**config.mk**
```make
export PLATFORM = sky130hd
export DESIGN_NAME = grid_next_hop_with_obstacle
export DESIGN_NICKNAME = d
export VERILOG_FILES = /design/src/hw/rtl/gnh_pkg.sv /design/src/hw/rtl/gnh_route.sv /design/src/hw/rtl/grid_next_hop_with_obstacle.sv
export SDC_FILE = /design/constraint.sdc
export NUM_CORES = 1
export LEC_CHECK = 0
export BUFFER_PORTS_ARGS = -buffer_cell sky130_fd_sc_hd__buf_2
export CORE_MARGIN = 2
export CORE_UTILIZATION = 53
export DETAILED_ROUTE_END_ITERATION = 12
export PLACE_DENSITY = 0.76
export SLEW_MARGIN = 10
export SYNTH_ARGS = -nofsm -noshare
export SYNTH_HDL_FRONTEND = slang
export SYNTH_SLANG_ARGS = --single-unit
```
**constraint.sdc**
```tcl
create_clock -name clk -period 4.59 [get_ports clk]
set_clock_uncertainty 0.05 [all_clocks]
set_input_delay 0.2295 -clock clk [delete_from_list [all_inputs] [get_ports clk]]
set_output_delay 0.2295 -clock clk [all_outputs]
set_load 0.05 [all_outputs]
```
**src/hw/rtl/gnh_pkg.sv**
```systemverilog
// Shared types, constants and direction-region helpers for the grid next-hop block.
`timescale 1ns / 1ps

package gnh_pkg;

	localparam int GRID_SIDE_DEF = 4;
	localparam int TILE_W        = 4;
	localparam int NUM_TILES     = 1 << TILE_W;
	localparam int COORD_W       = 4;
	localparam int DIFF_W        = COORD_W + 1;

	typedef logic [TILE_W-1:0]         tile_t;
	typedef logic [COORD_W-1:0]        coord_t;
	typedef logic signed [DIFF_W-1:0]  diff_t;

	// Direction regions around the current tile, clockwise from up-left.
	typedef enum logic [3:0] {
		REG_UP_LEFT    = 4'd0,
		REG_UP         = 4'd1,
		REG_UP_RIGHT   = 4'd2,
		REG_RIGHT      = 4'd3,
		REG_DOWN_RIGHT = 4'd4,
		REG_DOWN       = 4'd5,
		REG_DOWN_LEFT  = 4'd6,
		REG_LEFT       = 4'd7,
		REG_NONE       = 4'd8
	} region_t;

	function automatic region_t region_of(diff_t dx, diff_t dy);
		region_t r;
		r = REG_NONE;
		if (dy < 0) begin
			if (dx < 0)       r = REG_UP_LEFT;
			else if (dx == 0) r = REG_UP;
			else              r = REG_UP_RIGHT;
		end else if (dy == 0) begin
			if (dx > 0)       r = REG_RIGHT;
			else if (dx < 0)  r = REG_LEFT;
		end else begin
			if (dx > 0)       r = REG_DOWN_RIGHT;
			else if (dx == 0) r = REG_DOWN;
			else              r = REG_DOWN_LEFT;
		end
		return r;
	endfunction

	// A diagonal target region also conflicts with its two neighboring axis regions.
	function automatic logic regions_conflict(region_t tr, region_t br);
		logic [2:0] t3;
		logic [2:0] b3;
		logic       hit;
		t3  = tr[2:0];
		b3  = br[2:0];
		hit = 1'b0;
		if (tr != REG_NONE && br != REG_NONE) begin
			if (t3 == b3)
				hit = 1'b1;
			else if (!t3[0])
				hit = (b3 == t3 + 3'd1) || (b3 == t3 - 3'd1);
		end
		return hit;
	endfunction

endpackage

```
**src/hw/rtl/gnh_route.sv**
```systemverilog
// Combinational next-hop decision for one current/target/obstacle triple.
`timescale 1ns / 1ps

module gnh_route #(
	parameter int GRID_SIDE = gnh_pkg::GRID_SIDE_DEF
) (
	input  gnh_pkg::tile_t cur,
	input  gnh_pkg::tile_t tgt,
	input  gnh_pkg::tile_t blk,
	output gnh_pkg::tile_t nxt
);

	localparam int NT = gnh_pkg::NUM_TILES;
	localparam gnh_pkg::tile_t SIDE_T = gnh_pkg::TILE_W'(GRID_SIDE);

	// Row and column of every tile index, worked out at elaboration.
	gnh_pkg::coord_t row_tab [NT];
	gnh_pkg::coord_t col_tab [NT];

	for (genvar i = 0; i < NT; i++) begin : g_tab
		assign row_tab[i] = gnh_pkg::COORD_W'(i / GRID_SIDE);
		assign col_tab[i] = gnh_pkg::COORD_W'(i % GRID_SIDE);
	end

	gnh_pkg::coord_t cx, cy, tx, ty, bx, by;
	gnh_pkg::diff_t  dx, dy, bdx, bdy;
	gnh_pkg::coord_t ax, ay, abx, aby;
	gnh_pkg::coord_t x_toward, y_toward;
	gnh_pkg::coord_t nx, ny;
	gnh_pkg::tile_t  row_base;
	logic            conflict;

	assign cx = col_tab[cur];
	assign cy = row_tab[cur];
	assign tx = col_tab[tgt];
	assign ty = row_tab[tgt];
	assign bx = col_tab[blk];
	assign by = row_tab[blk];

	assign dx  = gnh_pkg::diff_t'({1'b0, tx}) - gnh_pkg::diff_t'({1'b0, cx});
	assign dy  = gnh_pkg::diff_t'({1'b0, ty}) - gnh_pkg::diff_t'({1'b0, cy});
	assign bdx = gnh_pkg::diff_t'({1'b0, bx}) - gnh_pkg::diff_t'({1'b0, cx});
	assign bdy = gnh_pkg::diff_t'({1'b0, by}) - gnh_pkg::diff_t'({1'b0, cy});

	assign ax  = dx[gnh_pkg::DIFF_W-1]  ? gnh_pkg::COORD_W'(-dx)  : gnh_pkg::COORD_W'(dx);
	assign ay  = dy[gnh_pkg::DIFF_W-1]  ? gnh_pkg::COORD_W'(-dy)  : gnh_pkg::COORD_W'(dy);
	assign abx = bdx[gnh_pkg::DIFF_W-1] ? gnh_pkg::COORD_W'(-bdx) : gnh_pkg::COORD_W'(bdx);
	assign aby = bdy[gnh_pkg::DIFF_W-1] ? gnh_pkg::COORD_W'(-bdy) : gnh_pkg::COORD_W'(bdy);

	// One step toward the target on each axis; only used where that distance is nonzero.
	assign x_toward = dx[gnh_pkg::DIFF_W-1] ? cx - 1'b1 : cx + 1'b1;
	assign y_toward = dy[gnh_pkg::DIFF_W-1] ? cy - 1'b1 : cy + 1'b1;

	assign conflict = gnh_pkg::regions_conflict(gnh_pkg::region_of(dx, dy),
	                                             gnh_pkg::region_of(bdx, bdy));

	always_comb begin
		nx = cx;
		ny = cy;
		if (ax == 4'd1 && dy == 0) begin
			nx = x_toward;
		end else if (ay == 4'd1 && dx == 0) begin
			ny = y_toward;
		end else if (conflict && abx == 4'd1 && aby == 4'd1) begin
			if (ax > ay) nx = x_toward;
			else         ny = y_toward;
		end else if (conflict && abx == 4'd1 && aby == 4'd0) begin
			// Blocker beside us in the row: step toward the target row, else sidestep down from the top row and up elsewhere.
			if (dy != 0)      ny = y_toward;
			else if (cy == 0) ny = cy + 1'b1;
			else              ny = cy - 1'b1;
		end else if (conflict && abx == 4'd0 && aby == 4'd1) begin
			if (dx != 0)      nx = x_toward;
			else if (cx == 0) nx = cx + 1'b1;
			else              nx = cx - 1'b1;
		end else if (dx != 0 && dy != 0) begin
			if (ax <= ay) nx = x_toward;
			else          ny = y_toward;
		end else if (dx == 0) begin
			ny = y_toward;
		end else begin
			nx = x_toward;
		end
	end

	// The index wraps to four bits, so the product is kept modulo sixteen.
	assign row_base = gnh_pkg::TILE_W'(ny * SIDE_T);

	assign nxt = (tgt == blk || tgt == cur) ? cur : gnh_pkg::tile_t'(row_base + nx);

endmodule

```
**src/hw/rtl/grid_next_hop_with_obstacle.sv**
```systemverilog
// Top level of the grid next-hop block: input register, decision logic, result register.
`timescale 1ns / 1ps

// Takes one request (current, target and blocked tile, row-major on a GRID_SIDE square
// grid) per clock while in_stall is low and returns the adjacent tile to move to, or the
// current tile when it stays. A new request is taken before earlier ones have left; each
// result is held in the input register and then in the result register. out_stall
// reaches in_stall combinationally through the two stage enables, so a full pipeline
// holds its input while the result is not taken and an empty stage always accepts.

module grid_next_hop_with_obstacle #(
	parameter int GRID_SIDE = gnh_pkg::GRID_SIDE_DEF
) (
	input  logic           clk,
	input  logic           arst_n,
	input  logic           in_valid,
	output logic           in_stall,
	input  gnh_pkg::tile_t current_tile,
	input  gnh_pkg::tile_t target_tile,
	input  gnh_pkg::tile_t obstacle_tile,
	output logic           out_valid,
	input  logic           out_stall,
	output gnh_pkg::tile_t next_tile
);

	logic           valid_s1;
	gnh_pkg::tile_t cur_s1, tgt_s1, blk_s1;
	gnh_pkg::tile_t hop;
	logic           load_out;
	logic           load_s1;

	assign load_out = !out_valid || !out_stall;
	assign load_s1  = !valid_s1 || load_out;
	assign in_stall = !load_s1;

	always_ff @(posedge clk or negedge arst_n) begin
		if (!arst_n) begin
			valid_s1 <= 1'b0;
		end else if (load_s1) begin
			valid_s1 <= in_valid;
		end
	end

	always_ff @(posedge clk) begin
		if (load_s1 && in_valid) begin
			cur_s1 <= current_tile;
			tgt_s1 <= target_tile;
			blk_s1 <= obstacle_tile;
		end
	end

	gnh_route #(
		.GRID_SIDE(GRID_SIDE)
	) u_route (
		.cur(cur_s1),
		.tgt(tgt_s1),
		.blk(blk_s1),
		.nxt(hop)
	);

	always_ff @(posedge clk or negedge arst_n) begin
		if (!arst_n) begin
			out_valid <= 1'b0;
		end else if (load_out) begin
			out_valid <= valid_s1;
		end
	end

	always_ff @(posedge clk) begin
		if (load_out && valid_s1) begin
			next_tile <= hop;
		end
	end

	a_empty_stage_accepts: assert property (@(posedge clk) disable iff (!arst_n)
		!valid_s1 |-> !in_stall)
		else $error("input stage empty but input stalled");

	a_stage_holds: assert property (@(posedge clk) disable iff (!arst_n)
		valid_s1 && !load_out |=> valid_s1 && $stable(cur_s1) && $stable(tgt_s1)
			&& $stable(blk_s1))
		else $error("input stage lost its item while the result register was full");

	a_stay_when_blocked: assert property (@(posedge clk) disable iff (!arst_n)
		valid_s1 && load_out && (tgt_s1 == blk_s1 || tgt_s1 == cur_s1)
			|=> out_valid && next_tile == $past(cur_s1))
		else $error("blocked or reached target did not return the current tile");

	a_drain: assert property (@(posedge clk) disable iff (!arst_n)
		out_valid && !out_stall && !valid_s1 |=> !out_valid)
		else $error("result repeated after its transfer");

endmodule
```
== After elaboration in Yosys (flattened, before gate mapping) ==
Memory sizes are Yosys's and may differ from the RTL's.
Index checks and enable logic that the tools add are counted.
Operators by class
  eq/ne operators: 11
  multiplexer cells: 60
  bitwise operators: 3
  reductions and logical operators: 29
  add/subtract/negate cells: 15
  magnitude comparators: 11
Operator list (number)
  two-way mux 4 bit: 41
  logical NOT 32 bit: 4
  nonzero test 32 bit: 2
  two-way mux 2 bit: 16
  < comparator 5 x 1 -> 1 bit, second input constant: 4
  subtractor 4 x 4 -> 5 bit: 4
  equality test 4 x 1 -> 1 bit, second input constant: 4
  logical NOT 4 bit: 4
  negator 4 bit: 4
  >= comparator 5 bit, second input constant: 3
  inverter 4 -> 5 bit: 3
  logical AND 1 bit: 11
  greater-than comparator 5 x 1 -> 1 bit, second input constant: 2
  equality test 3 bit: 3
  equality test 4 bit: 2
  inequality test 4 bit, second input constant: 2
  adder 4 x 1 -> 4 bit, second input constant: 1
  adder 4 bit: 1
  greater-than comparator 4 bit: 1
  <= comparator 4 bit: 1
  logical NOT 1 bit: 4
  logical OR 1 bit: 4
  subtractor 4 x 1 -> 4 bit, second input constant: 1
  adder 3 x 1 -> 3 bit, second input constant: 1
  other kinds (4): 6
Storage, ports and cells
  memories kept: 6
  output and inout port bits: 6
  ROM bits: 384
  flip-flop bits (word level): 18
Memory list
  (no name shown): words 16, width 4, read ports 1, clocked after Yosys merged registers in 0, wr ports 0, line gnh_route.sv:34  | assign cy = row_tab[cur];
  (no name shown): words 16, width 4, read ports 1, clocked after Yosys merged registers in 0, wr ports 0, line gnh_route.sv:37  | assign bx = col_tab[blk];
  (no name shown): words 16, width 4, read ports 1, clocked after Yosys merged registers in 0, wr ports 0, line gnh_route.sv:35  | assign tx = col_tab[tgt];
  (no name shown): words 16, width 4, read ports 1, clocked after Yosys merged registers in 0, wr ports 0, line gnh_route.sv:36  | assign ty = row_tab[tgt];
  (no name shown): words 16, width 4, read ports 1, clocked after Yosys merged registers in 0, wr ports 0, line gnh_route.sv:38  | assign by = row_tab[blk];
  (no name shown): words 16, width 4, read ports 1, clocked after Yosys merged registers in 0, wr ports 0, line gnh_route.sv:33  | assign cx = col_tab[cur];

== Logic depth before layout (Yosys ltp) ==
  depth after elaboration: 25
  gate-level depth with buffers: 22

== Modules after synthesis ==
Synthesis repeated with hierarchy kept, for this count alone.
Unflattened totals
  cell total of the unflattened synthesis: 193
  area total of the unflattened synthesis: 1908.1 sq um
Modules (own cells, without submodules)
  gnh_route: times used 1, area an instance 1335.0 sq um, cells each 169
  grid_next_hop_with_obstacle: times used 1, area an instance 573.0 sq um, cells each 24

== Worst setup path after synthesis ==
OpenSTA, ideal clock, no wires.
  path kind: reg-to-reg
  start: register tgt_s1[2]
  end: register next_tile[3], data pin
  slack: -510 ps
  path buffers: 0
  clock period less this slack: 5100 ps
  library setup time: 261 ps
  arrival: 4789 ps
  stages on the path, launching flop included: 22
  cells stage by stage: edfxtp_1 > inv_1 > ha_1 > inv_1 > fa_1 > inv_1 > ha_1 > nand2b_1 > a31oi_1 > ha_1 > a311o_1 > and2_1 > a221oi_2 > nor3_1 > or2_2 > o21ai_0 > a21oi_1 > xor2_1 > ha_1 > nor4_1 > nor4_1 > a221o_1
On the way
  cells in the longest elaborated chain, start to end: 25
  elaborated cells on any way between the ends: 78
  those cells by class: add/sub: 7; order compare: 5; eq/ne: 8; mux: 40; bitwise: 1; reduce/logical: 15; memory: 2
RTL lines
  from (decl): line grid_next_hop_with_obstacle.sv:27  | gnh_pkg::tile_t cur_s1, tgt_s1, blk_s1;
  from (signal assigned): line grid_next_hop_with_obstacle.sv:47  | tgt_s1 <= target_tile;
  inverter 4 -> 5 bit (implied by the code): line gnh_route.sv:35, gnh_route.sv:36
  memory read (16 x 4 bit)
  two-way mux 4 bit (implied by the code) (2 in series): line gnh_route.sv:35
  subtractor 4 x 4 -> 5 bit: line gnh_route.sv:40  | assign dx = gnh_pkg::diff_t'({1'b0, tx}) - gnh_pkg::diff_t'({1'b0, cx});
  < comparator 5 x 1 -> 1 bit or logical NOT 32 bit (tied branches)
  two-way mux 4 bit or two-way mux 2 bit (tied branches): line gnh_pkg.sv:38, gnh_pkg.sv:34, gnh_pkg.sv:41
  two-way mux 4 bit, on equally long branches: line gnh_pkg.sv:37, gnh_pkg.sv:40
  two-way mux 4 bit: line gnh_pkg.sv:36  | end else if (dy == 0) begin
  [... 9 more ...]
  two-way mux 2 bit or two-way mux 4 bit (tied branches): line gnh_route.sv:72  | end else if (conflict && abx == 4'd0 && aby == 4'd1) begin
  two-way mux 2 bit or two-way mux 4 bit (tied branches): line gnh_route.sv:67  | end else if (conflict && abx == 4'd1 && aby == 4'd0) begin
  two-way mux 2 bit or two-way mux 4 bit (tied branches): line gnh_route.sv:64  | end else if (conflict && abx == 4'd1 && aby == 4'd1) begin
  two-way mux 2 bit or two-way mux 4 bit (tied branches): line gnh_route.sv:62  | end else if (ay == 4'd1 && dx == 0) begin
  two-way mux 2 bit or two-way mux 4 bit (tied branches): line gnh_route.sv:60  | if (ax == 4'd1 && dy == 0) begin
  adder 4 bit: line gnh_route.sv:89  | assign nxt = (tgt == blk || tgt == cur) ? cur : gnh_pkg::tile_t'(row_base + nx);
  two-way mux 4 bit (*): line gnh_route.sv:89
  via hop[3]: line grid_next_hop_with_obstacle.sv:28  | gnh_pkg::tile_t hop;
  to (signal assigned): line grid_next_hop_with_obstacle.sv:71  | next_tile <= hop;
  to (decl): line grid_next_hop_with_obstacle.sv:23  | output gnh_pkg::tile_t next_tile
Mark *: on every way through the listed nets, which the timed path passes. The rest lies on a longest branch. The select of a mux whose other input is x is not followed.
A chain may end at the register's enable or synchronous reset.

== Final worst setup path ==
Same ends and word-level chain as after synthesis.

==> metrics.cfg <==
[grt]
grt_pass1_wl_um=7610
antenna_found_initial=0
grt_max_degree=13
grt_overflow=0
grt_usage=0.2411
first_global_vias=1716

[die]
io_pins=22
die_h_um=63.05
coreArea_um2=3337
initial_core_util=0.5538
chipWidth_um=63.05
std_cell_rows=21
dieArea_um2=3975

[setup_path]
critPathLaunchType=register
path_max_fanout=4
r2r_slack_ps=-310
cp.arrival_ps=4900
reg2reg_from=tgt_s1[2]
endpoint_kind=register
reg2reg_to=next_tile[3]
required_ps=4590
path_class=register to register
rr_worst_depth=22

[sta]
finalCriticalPeriod_ps=4897
slew_headroom=0.5028
finalSetupTns_ps=-326.2
maxSlewViolCount=0
setup_viol=2
hold_violations=0
rsz0062_at_grt=true
fin_crit_sh=1.067
tightest_slew_ps=735.4
fmax_mhz=204.2
final.setup.worst_slack_ps=-307.5

[power_and_ir_drop]
power_density_nw_per_um2=328.7
p_leak_uw=0.001047
peakVddDrop_v=0.0002505
finalPower_uw=799.1

[finish]
fin_nets=286
drive_above_1_share=0.3621
post-route-util=0.7285
diodes=0
area_delta_synth_final_pct=31.55
final_area_um2=2431

[synthesis]
synth_ff_type=edfxtp_1
syn-cell-area_um2=1848
syn_avg_cell_area_um2=9.830
synth.distinct_cells=57
synth_top_area_cell=edfxtp_1
async_flop_share=0.1111
synth_common_cells=ha_1, inv_1, edfxtp_1
synth_warnings=0
ys_seq_area_frac=0.2871
synth_area_leaders=edfxtp_1, ha_1, fa_1
synth_top_area_frac=0.2600
ys_ff_latch=18
syn-num-nets=230
post-synth-top-count-cell=ha_1
synth-edff-count=16
postSynthCellCount=188

[detailed_routing]
routed_wl_um=4410
route.met3.wl_um=160
via_per_inst=5.619
drtIter0Drc=54
wl_met1_um=1894
dr_wl_met2_um=2279
num_vias=1624
dr.max_layer_used=met4
wl_per_cell_um=15.26
dr.pass1.iters=4
postRouteAntennaNets=0
drc_errors=0

[placed_design]
dp_hpwl_um=3706
numPortBuffers=21
dpl_cell_area_um2=2337
place_congestion=0.8865

[run_status]
violations=setup timing
status=finished with violations

[hold_path]
hold_path_class=input port to register
worstHoldStart=current_tile[0]
min_to=cur_s1[0]
holdPathStages=1

[clock_network]
clkTransAtPathRegs_ps=100
cts_buffer_depth=2
cts_buffers=3
cts_tree=done
numClockSinks=18
cts_max_level=1
root_buffer=clkbuf_4
clk_latency_ps=290

[flow_run]
drv_cap=0

==> worst max path at each step <==
stage | end | slack (ps) | cells after the start | start
2_1_floorplan | next_tile[3] | -190 | 22 | tgt_s1[2]
3_3_place_gp | next_tile[3] | -190 | 22 | tgt_s1[2]
3_5_place_dp | next_tile[3] | -340 | 22 | tgt_s1[2]
4_1_cts | next_tile[3] | -280 | 22 | tgt_s1[2]
5_1_grt | next_tile[3] | -560 | 22 | tgt_s1[2]
6_report | next_tile[3] | -310 | 22 | tgt_s1[2]
==> placed cells by master, fill, tap and decap left out, types with 4 or more instances in the layout <==
cell      netlist  final
nand2_1         9      9
inv_1          21     19
nand3_1         6      6
xor2_1          8      8
edfxtp_1       16     16
ha_1           22     17
buf_2           0     21
xnor2_1         6      6
nand4_1         4      4
buf_4           0     31
a21oi_1         6      5
fa_1            4      4
nor2_1          7      7
==> cell families after synthesis <==
kind of cell	share of synthesized area
simple gates	0.1699
compound gates	0.1652
fa+ha+maj	0.1923
buf+inv	0.05687
flops	0.2871
xor+xnor	0.07516
mux	0.04942
other cells	0.004064
==> through the flow <==
step | cells | hold WS, ps | setup WS, ps
after floorplan | 188 | -116.1 | -192.7
after global placement | 282 | -36.18 | -185.7
after detailed placement | 282 | -31.36 | -341.4
after CTS | 289 | 49.24 | -277.8
after global routing | 289 | 39.25 | -561.7
final | 289 | 55.70 | -307.5
==> worst max-delay path, stage by stage (launching register included) <==
cell	delay [ps]
edfxtp_1	390
inv_1	70
ha_2	170
inv_2	40
fa_1	530
inv_2	60
ha_4	170
nand2b_4	140
a31oi_4	190
ha_4	230
a311o_1	340
a2111oi_4	370
a221oi_4	80
buf_4	160
mux2i_4	190
nand2_2	90
o41a_1	350
mux2i_1	160
nor2_1	60
ha_2	190
o31a_1	110
or2_0	210
a221o_1	300
==> repair_timing <==
action,CTS,global route
hold buffers,1,0
gates resized for setup,4,2
hold endpoints to repair,2,0
pin swaps,7,3
endpoints found under the setup margin,2,2
setup buffers,2,0
==> flip-flops by register name, indices dropped and copies added, names as in the netlist <==
| name | count |
|---|---|
| tgt_s1 | 4 |
| cur_s1 | 4 |
| out_valid | 1 |
| blk_s1 | 4 |
| valid_s1 | 1 |
| next_tile | 4 |
==> report_power, final <==
group          total (uW)  internal [uW]  switching, uW
logic                 494            228            266
registers             211            204           7.24
clock network        94.4           48.3           46.1
==> per-layer routing <==
metal	vias to the layer above	GRT usage
met3	7	0.02679
li1	799	-
met2	48	0.4362
met1	770	0.2911
met5	-	0
met4	0	0.09444
==> area by class of cell <==
type,instances,area [um2]
well taps,46,57.56
clock buffers,4,36.28
inverters,22,82.58
fillers,251,905.9
multi-input cells,146,1376
flip-flops and latches,18,530.5
repair buffers,53,347.8
(Power assumes the default switching activity.)
